**src/sv/aabb_pkg.sv**
```systemverilog
`default_nettype none

package aabb_pkg;

    // opcode values
    localparam logic [1:0] OP_BOTH   = 2'd0;
    localparam logic [1:0] OP_Y_ONLY = 2'd1;
    localparam logic [1:0] OP_X_ONLY = 2'd2;

    // overlap side codes
    localparam logic [2:0] SIDE_NONE   = 3'd0;
    localparam logic [2:0] SIDE_TOP    = 3'd1;
    localparam logic [2:0] SIDE_BOTTOM = 3'd2;
    localparam logic [2:0] SIDE_LEFT   = 3'd3;
    localparam logic [2:0] SIDE_RIGHT  = 3'd4;

    // per-stage load enables, stage 1 nearest the input
    typedef struct packed {
        logic s1;
        logic s2;
        logic s3;
    } adv_t;

    // edge relations on one axis (a = moving box, b = obstacle)
    typedef struct packed {
        logic lo_before;    // a < b
        logic hi_past_lo;   // a + as > b
        logic lo_before_hi; // a < b + bs
        logic hi_past_hi;   // a + as > b + bs
    } axis_flags_t;

endpackage

`default_nettype wire

```
**src/sv/aabb_axis.sv**
```systemverilog
`default_nettype none

module aabb_axis
(
    input  wire logic                      clk,
    input  wire aabb_pkg::adv_t            adv,
    input  wire logic                      en,
    input  wire logic signed [31:0]        a,
    input  wire logic        [30:0]        as,
    input  wire logic signed [31:0]        b,
    input  wire logic        [30:0]        bs,
    output      logic signed [31:0]        pos,
    output      aabb_pkg::axis_flags_t     flags
);

    // stage 1: edge ends, lower bound of overlap, doubled centres
    logic signed [31:0] s1_a_reg, s1_a_next;
    logic signed [31:0] s1_b_reg;
    logic signed [32:0] s1_ae_reg, s1_ae_next;
    logic signed [32:0] s1_be_reg, s1_be_next;
    logic signed [31:0] s1_lo_reg, s1_lo_next;
    logic signed [33:0] s1_ca_reg, s1_ca_next;
    logic signed [33:0] s1_cb_reg, s1_cb_next;
    logic               s1_en_reg;

    // stage 2: overlap extent, push direction, edge relations
    logic signed [31:0] s2_a_reg;
    logic signed [33:0] s2_ov_reg, s2_ov_next;
    logic               s2_neg_reg, s2_neg_next;
    logic               s2_en_reg;
    aabb_pkg::axis_flags_t s2_flags_reg, s2_flags_next;

    // stage 3: pushed and saturated position
    logic signed [31:0] s3_pos_reg, s3_pos_next;
    aabb_pkg::axis_flags_t s3_flags_reg;

    logic signed [32:0] s1_hi;
    logic signed [34:0] sum;

    always_comb
    begin
        s1_a_next  = a;
        s1_ae_next = 33'(a) + $signed({2'b00, as});
        s1_be_next = 33'(b) + $signed({2'b00, bs});
        s1_lo_next = (a > b) ? a : b;
        s1_ca_next = $signed({a[31], a, 1'b0}) + $signed({3'b000, as});
        s1_cb_next = $signed({b[31], b, 1'b0}) + $signed({3'b000, bs});
    end

    always_comb
    begin
        s1_hi       = (s1_ae_reg < s1_be_reg) ? s1_ae_reg : s1_be_reg;
        s2_ov_next  = 34'(s1_hi) - 34'(s1_lo_reg);
        s2_neg_next = s1_ca_reg < s1_cb_reg;
        s2_flags_next.lo_before    = s1_a_reg < s1_b_reg;
        s2_flags_next.hi_past_lo   = s1_ae_reg > 33'(s1_b_reg);
        s2_flags_next.lo_before_hi = 33'(s1_a_reg) < s1_be_reg;
        s2_flags_next.hi_past_hi   = s1_ae_reg > s1_be_reg;
    end

    always_comb
    begin
        if (s2_neg_reg)
            sum = 35'(s2_a_reg) - 35'(s2_ov_reg);
        else
            sum = 35'(s2_a_reg) + 35'(s2_ov_reg);
        if (!s2_en_reg || s2_ov_reg <= 34'sd0)
            s3_pos_next = s2_a_reg;
        else if (sum[34] && !(&sum[33:31]))
            s3_pos_next = 32'sh8000_0000;
        else if (!sum[34] && (|sum[33:31]))
            s3_pos_next = 32'sh7FFF_FFFF;
        else
            s3_pos_next = sum[31:0];
    end

    always_ff @(posedge clk)
    begin
        if (adv.s1)
        begin
            s1_a_reg  <= s1_a_next;
            s1_b_reg  <= b;
            s1_ae_reg <= s1_ae_next;
            s1_be_reg <= s1_be_next;
            s1_lo_reg <= s1_lo_next;
            s1_ca_reg <= s1_ca_next;
            s1_cb_reg <= s1_cb_next;
            s1_en_reg <= en;
        end
        if (adv.s2)
        begin
            s2_a_reg     <= s1_a_reg;
            s2_ov_reg    <= s2_ov_next;
            s2_neg_reg   <= s2_neg_next;
            s2_en_reg    <= s1_en_reg;
            s2_flags_reg <= s2_flags_next;
        end
        if (adv.s3)
        begin
            s3_pos_reg   <= s3_pos_next;
            s3_flags_reg <= s2_flags_reg;
        end
    end

    assign pos   = s3_pos_reg;
    assign flags = s3_flags_reg;

endmodule

`default_nettype wire

```
**src/sv/aabb_collide_resolve_top.sv**
```systemverilog
`default_nettype none

// box overlap test and push-out: each request carries a moving box and an
// obstacle box (signed Q16.16 corner, unsigned Q15.16 size) and an opcode that
// selects which axes get resolved. one result comes back per request, in order.
// the block takes a new request every cycle unless the output side stalls; the
// rate is set by the three-stage pipeline, one register stage per step of the
// axis math (edge sums, overlap extent, push with saturation), and the last
// stage doubles as the output register. a stall on the output side fills the
// bubbles ahead of it first, so in_ready drops only once all three stages hold
// a request.

module aabb_collide_resolve_top
(
    input  wire logic               clk,
    input  wire logic               rst_n,

    input  wire logic               in_valid,
    output      logic               in_ready,
    input  wire logic [1:0]         opcode,
    input  wire logic signed [31:0] lhs_x,
    input  wire logic signed [31:0] lhs_y,
    input  wire logic [30:0]        lhs_w,
    input  wire logic [30:0]        lhs_h,
    input  wire logic signed [31:0] rhs_x,
    input  wire logic signed [31:0] rhs_y,
    input  wire logic [30:0]        rhs_w,
    input  wire logic [30:0]        rhs_h,

    output      logic               out_valid,
    input  wire logic               out_ready,
    output      logic signed [31:0] new_x,
    output      logic signed [31:0] new_y,
    output      logic               intersects,
    output      logic [2:0]         side
);

    // stage occupancy, travels alongside the data
    logic v1_reg, v1_next;
    logic v2_reg, v2_next;
    logic v3_reg, v3_next;

    aabb_pkg::adv_t adv;

    logic en_x;
    logic en_y;

    aabb_pkg::axis_flags_t fx;
    aabb_pkg::axis_flags_t fy;

    // a stage loads when it is empty or its contents move on this cycle
    always_comb
    begin
        adv.s3 = !v3_reg || out_ready;
        adv.s2 = !v2_reg || adv.s3;
        adv.s1 = !v1_reg || adv.s2;
    end

    assign in_ready = adv.s1;

    always_comb
    begin
        v1_next = adv.s1 ? in_valid : v1_reg;
        v2_next = adv.s2 ? v1_reg   : v2_reg;
        v3_next = adv.s3 ? v2_reg   : v3_reg;
    end

    always_ff @(posedge clk or negedge rst_n)
    begin
        if (!rst_n)
        begin
            v1_reg <= 1'b0;
            v2_reg <= 1'b0;
            v3_reg <= 1'b0;
        end
        else
        begin
            v1_reg <= v1_next;
            v2_reg <= v2_next;
            v3_reg <= v3_next;
        end
    end

    // opcode decode: the unused code resolves neither axis
    always_comb
    begin
        en_x = 1'b0;
        en_y = 1'b0;
        unique case (opcode)
            aabb_pkg::OP_BOTH:
            begin
                en_x = 1'b1;
                en_y = 1'b1;
            end
            aabb_pkg::OP_Y_ONLY: en_y = 1'b1;
            aabb_pkg::OP_X_ONLY: en_x = 1'b1;
            default:
            begin
                en_x = 1'b0;
                en_y = 1'b0;
            end
        endcase
    end

    // the two axes run independently from the original positions
    aabb_axis u_axis_x
    (
        .clk   (clk),
        .adv   (adv),
        .en    (en_x),
        .a     (lhs_x),
        .as    (lhs_w),
        .b     (rhs_x),
        .bs    (rhs_w),
        .pos   (new_x),
        .flags (fx)
    );

    aabb_axis u_axis_y
    (
        .clk   (clk),
        .adv   (adv),
        .en    (en_y),
        .a     (lhs_y),
        .as    (lhs_h),
        .b     (rhs_y),
        .bs    (rhs_h),
        .pos   (new_y),
        .flags (fy)
    );

    assign out_valid = v3_reg;

    // strict overlap on both axes; touching edges do not count
    assign intersects = fx.lo_before_hi && fx.hi_past_lo
                     && fy.lo_before_hi && fy.hi_past_lo;

    // first matching side wins: top, bottom, left, right
    always_comb
    begin
        if (fy.hi_past_lo && fy.lo_before)
            side = aabb_pkg::SIDE_TOP;
        else if (fy.lo_before_hi && fy.hi_past_hi)
            side = aabb_pkg::SIDE_BOTTOM;
        else if (fx.hi_past_lo && fx.lo_before)
            side = aabb_pkg::SIDE_LEFT;
        else if (fx.lo_before_hi && fx.hi_past_hi)
            side = aabb_pkg::SIDE_RIGHT;
        else
            side = aabb_pkg::SIDE_NONE;
    end

    // an accepted request always lands in stage 1
    a_accept_fills: assert property (@(posedge clk) disable iff (!rst_n)
        in_valid && in_ready |=> v1_reg)
        else $error("accepted request not held in stage 1");

    // backpressure reaches the input only with every stage occupied
    a_full_stall: assert property (@(posedge clk) disable iff (!rst_n)
        !in_ready |-> v1_reg && v2_reg && v3_reg && !out_ready)
        else $error("input stalled while pipeline has a bubble");

    // a delivered result is replaced by the request behind it, if any
    a_drain_moves: assert property (@(posedge clk) disable iff (!rst_n)
        out_valid && out_ready && v2_reg |=> out_valid)
        else $error("request lost between stage 2 and output");

endmodule

`default_nettype wire

```
**config.mk**
```make
export PLATFORM = sky130hd
export DESIGN_NAME = aabb_collide_resolve_top
export DESIGN_NICKNAME = d
export VERILOG_FILES = /design/src/sv/aabb_pkg.sv /design/src/sv/aabb_axis.sv /design/src/sv/aabb_collide_resolve_top.sv
export SDC_FILE = /design/constraint.sdc
export NUM_CORES = 2
export LEC_CHECK = 0
export ABC_AREA = 1
export BUFFER_PORTS_ARGS = -buffer_cell sky130_fd_sc_hd__buf_2
export CAP_MARGIN = 20
export CORE_MARGIN = 4
export CORE_UTILIZATION = 45
export CTS_CLUSTER_SIZE = 24
export DETAILED_ROUTE_END_ITERATION = 16
export PLACE_DENSITY = 0.64
export SLEW_MARGIN = 15
export SYNTH_ARGS = -nofsm -noshare
export SYNTH_HDL_FRONTEND = slang
export SYNTH_SLANG_ARGS = --single-unit
```
**constraint.sdc**
```tcl
create_clock -name clk -period 20.3 [get_ports clk]
set_clock_uncertainty 0.15 [all_clocks]
set_input_delay 1.015 -clock clk [delete_from_list [all_inputs] [get_ports clk]]
set_output_delay 1.015 -clock clk [all_outputs]
set_load 0.005 [all_outputs]
```
==> impl_metrics.yaml <==
critical_path:
  worstSetupPathType: "reg -> reg"
  crit_required_ps: 20580
  end_kind: "flip-flop"
  r2r_end: "u_axis_x.s2_ov_reg[24]"
  arrival_ps: 5440
  cp_max_fo: 33
  reg2reg_from: "u_axis_x.s1_ae_reg[32]"
  worstSetupStartpointType: "flip-flop"
  r2r_cells: 26
  rrSetupSlack_ps: 15140
power_and_ir_drop:
  p_total_mw: 7.99
  leakage_nw: 30.8
  p_sw_mw: 3.60
  switching_share_pct: 45.0
  peakVddDrop_uv: 84.5
  combPwrFrac_pct: 53.4
  p_int_mw: 4.39
  seq_power_share_pct: 28.4
  power_density_nw_per_um2: 127
  clockPowerShare_pct: 18.1
synth:
  postSynthCellCount: 7010
  syn_area_per_cell_sq_um: 8.08
  synth_edf_count: 678
  ys_ff_latch: 681
  synthArstFlopShare_pct: 0.441
  yosysUniqueCellTypes: 58
  syn_area_sq_um: 56600
  yosysSeqAreaShare_pct: 36.1
  synthesis.nets: 8048
  ys.flop_type: "edfxtp_1"
  synth_warnings: 0
die:
  fp.dieW_um: 363
  core_area_sq_um: 124000
  start_util_pct: 45.6
  std_cell_rows: 129
  io_pins: 328
  dieArea_sq_um: 132000
  fp.dieH_um: 363
place:
  dp_hpwl_mm: 158
  placed_cells: 8933
  place.gp.congestion: 0.983
  port_buffers: 327
final_layout:
  area_growth_pct: 10.9
  fillers: 12100
  finalNonFillerCells: 9091
  fin_util_pct: 50.5
  final_layout_size_suffix_gt1_share_pct: 7.23
  multi_input_area_sq_um: 32200
  finalNetCount: 8418
  seqCellArea_sq_um: 20400
clocking:
  worstSkewPairLatency_ps: 690
  cts_buffers: 80
  post_cts_buffers: 0
  cts_tree: "yes"
  clock_path_buffers: 3
  clkSlewWorstSetupHoldPaths_ps: 60
  h-tree-depth: 3
  root_buffer: "clkbuf_16"
  cts.sinks: 681
global_routing:
  grt_pass1_vias: 47300
  grt-ovfl-total: 0
  grt_usage_pct: 27.8
  grt_pass1_wl_mm: 277
  antenna_found_initial: 31
  grt_max_degree: 84
min_path:
  hold_depth: 0
  hold_class: "reg -> reg"
  min_to: "u_axis_x.flags[2]"
  hold_path_startpoint: "u_axis_x.s2_flags_reg[2]"
drt:
  route.detailed.drc: 0
  viasPerCell: 5.44
  num_vias: 49500
  drtIter0Drc: 4305
  wirelength_mm: 188
  routedWlPerCell_um: 20.7
  ant_nets: 0
  dr.pass1.iters: 6
status:
  status: "finished, final reports clean"
sta:
  tightest_slew_ps: 992
  drv_slew: 0
  max_slew_margin_pct: 33.8
  max_freq_ghz: 0.194
  period_share_pct: 25.4
  hold_violations: 0
  finalSetupViolCount: 0
  fin_setup_tns_ps: 0
  grt_setup_unrepaired: "false"
  period_minus_slack_ps: 5160
run:
  max_cap_violations: 0
worst max-delay path, cell delays in order (launching register included):
cell      delay, ps
edfxtp_1        460
ha_1            420
nand2_1         100
inv_1            50
nand3_1         200
o211ai_1        160
a21oi_1         350
nand3_1         300
nand2_1         170
nand2_1          60
buf_4           250
nand2_1         100
nand2_1          60
ha_1            210
fa_1            400
o21ai_0         400
nand2_1         100
o211ai_1        150
nand2_1          90
nand2_1         130
nand2_1          70
nand2_1         140
nand3_1          90
nand2_1         100
nand2_1          80
nand3_1          70
nand2_1          50
Yosys cell counts (12+ instances only):
cell | count | share of area (%)
a211oi_1 | 14 | 0.19
a21o_1 | 83 | 1.1
a21oi_1 | 608 | 5.4
a31oi_1 | 55 | 0.61
buf_2 | 20 | 0.18
clkbuf_1 | 20 | 0.13
edfxtp_1 | 678 | 36
fa_1 | 12 | 0.42
ha_1 | 768 | 17
inv_1 | 975 | 6.5
nand2_1 | 1822 | 12
nand2_2 | 23 | 0.25
nand3_1 | 246 | 2.2
nand4_1 | 140 | 1.5
nor2_1 | 483 | 3.2
nor2_2 | 12 | 0.13
nor3_1 | 113 | 1.0
nor4_1 | 36 | 0.40
o2111ai_1 | 15 | 0.23
o211ai_1 | 22 | 0.29
o21a_1 | 36 | 0.48
o21ai_0 | 264 | 2.3
o21ai_1 | 21 | 0.19
o21bai_1 | 30 | 0.40
o221ai_1 | 17 | 0.26
xnor2_1 | 110 | 1.7
xor2_1 | 285 | 4.4
per-layer routing:
metal | part of all wire (%) | track usage, % | vias up
met5 | 0 | 0 | -
met4 | 3.6 | 9.90 | 0
met3 | 7.5 | 3.41 | 284
met2 | 41 | 40.8 | 1640
met1 | 48 | 41.9 | 23000
li1 | - | - | 24600
what timing repair did:
item,4_1_cts,5_1_grt
gates resized for setup,0,0
endpoints found under the hold margin,3,0
hold buffers,1,0
placed cells by master, fill, tap and decap left out, types with 17 or more instances in the layout:
| cell | count |
|---|---|
| nand2_1 | 1820 |
| edfxtp_1 | 678 |
| o21bai_1 | 30 |
| a21oi_1 | 608 |
| o21ai_1 | 21 |
| nor2_1 | 483 |
| nor4_1 | 36 |
| nand3_1 | 246 |
| xor2_1 | 285 |
| nand2_2 | 23 |
| buf_4 | 20 |
| inv_1 | 974 |
| ha_1 | 768 |
| xnor2_1 | 110 |
| o21a_1 | 36 |
| o211ai_1 | 22 |
| nor3_1 | 113 |
| a21o_1 | 83 |
| o21ai_0 | 264 |
| nand4_1 | 140 |
| o221ai_1 | 17 |
| clkbuf_16 | 81 |
| buf_2 | 327 |
| a31oi_1 | 55 |
per-stage QoR:
stage               hold WS (ps)  instance area (sq um)  worst slack [ps]
floorplan                    250                  56600              6500
global placement             255                  60100             14650
detailed placement           257                  60100             14560
CTS                          272                  62700             15040
global route                 280                  62800             14570
finish                       270                  62800             15140
worst max path at each step:
stage,startpoint,to,slack [ps],cells past startpoint
6_report,u_axis_x.s1_ae_reg[32],u_axis_x.s2_ov_reg[24],15140,26
5_1_grt,u_axis_y.s1_ae_reg[14],u_axis_y.s2_ov_reg[24],14570,26
4_1_cts,u_axis_x.s1_ae_reg[32],u_axis_x.s2_ov_reg[24],15040,26
3_5_place_dp,out_ready,u_axis_y.s1_cb_reg[27],14560,8
3_3_place_gp,out_ready,u_axis_y.s1_cb_reg[30],14650,8
2_1_floorplan,out_ready,u_axis_x.s1_a_reg[0],6500,4
cells by family after synthesis:
logic type | after synthesis | share of synthesized area (%)
DFF | 681 | 36.1
and+or+nand+nor | 2917 | 21.4
AOI/OAI and AO/OA | 1196 | 11.9
buffers and inverters | 1041 | 7.13
xor gates and xnor gates | 395 | 6.11
adders and majority gates | 780 | 17.4
final cells by class:
cell class,instances,area share [%]
inverters,980,5.86
diodes,14,0.0558
repair buffers,349,2.90
clock inverters,53,0.859
clock buffers,89,3.28
well taps,1637,3.26
flip-flops and latches,681,32.5
multi-input cells,5288,51.2
power groups by stage:
stage | Combinational [mW] | Sequential [mW] | Clock [mW]
finish | 4.27 | 2.27 | 1.45
global placement | 4.17 | 2.29 | 0
global route | 4.87 | 2.30 | 1.54
CTS | 4.24 | 2.27 | 1.48
floorplan | 3.20 | 2.24 | 0
detailed placement | 4.22 | 2.30 | 0
(Power assumes the default switching activity.)
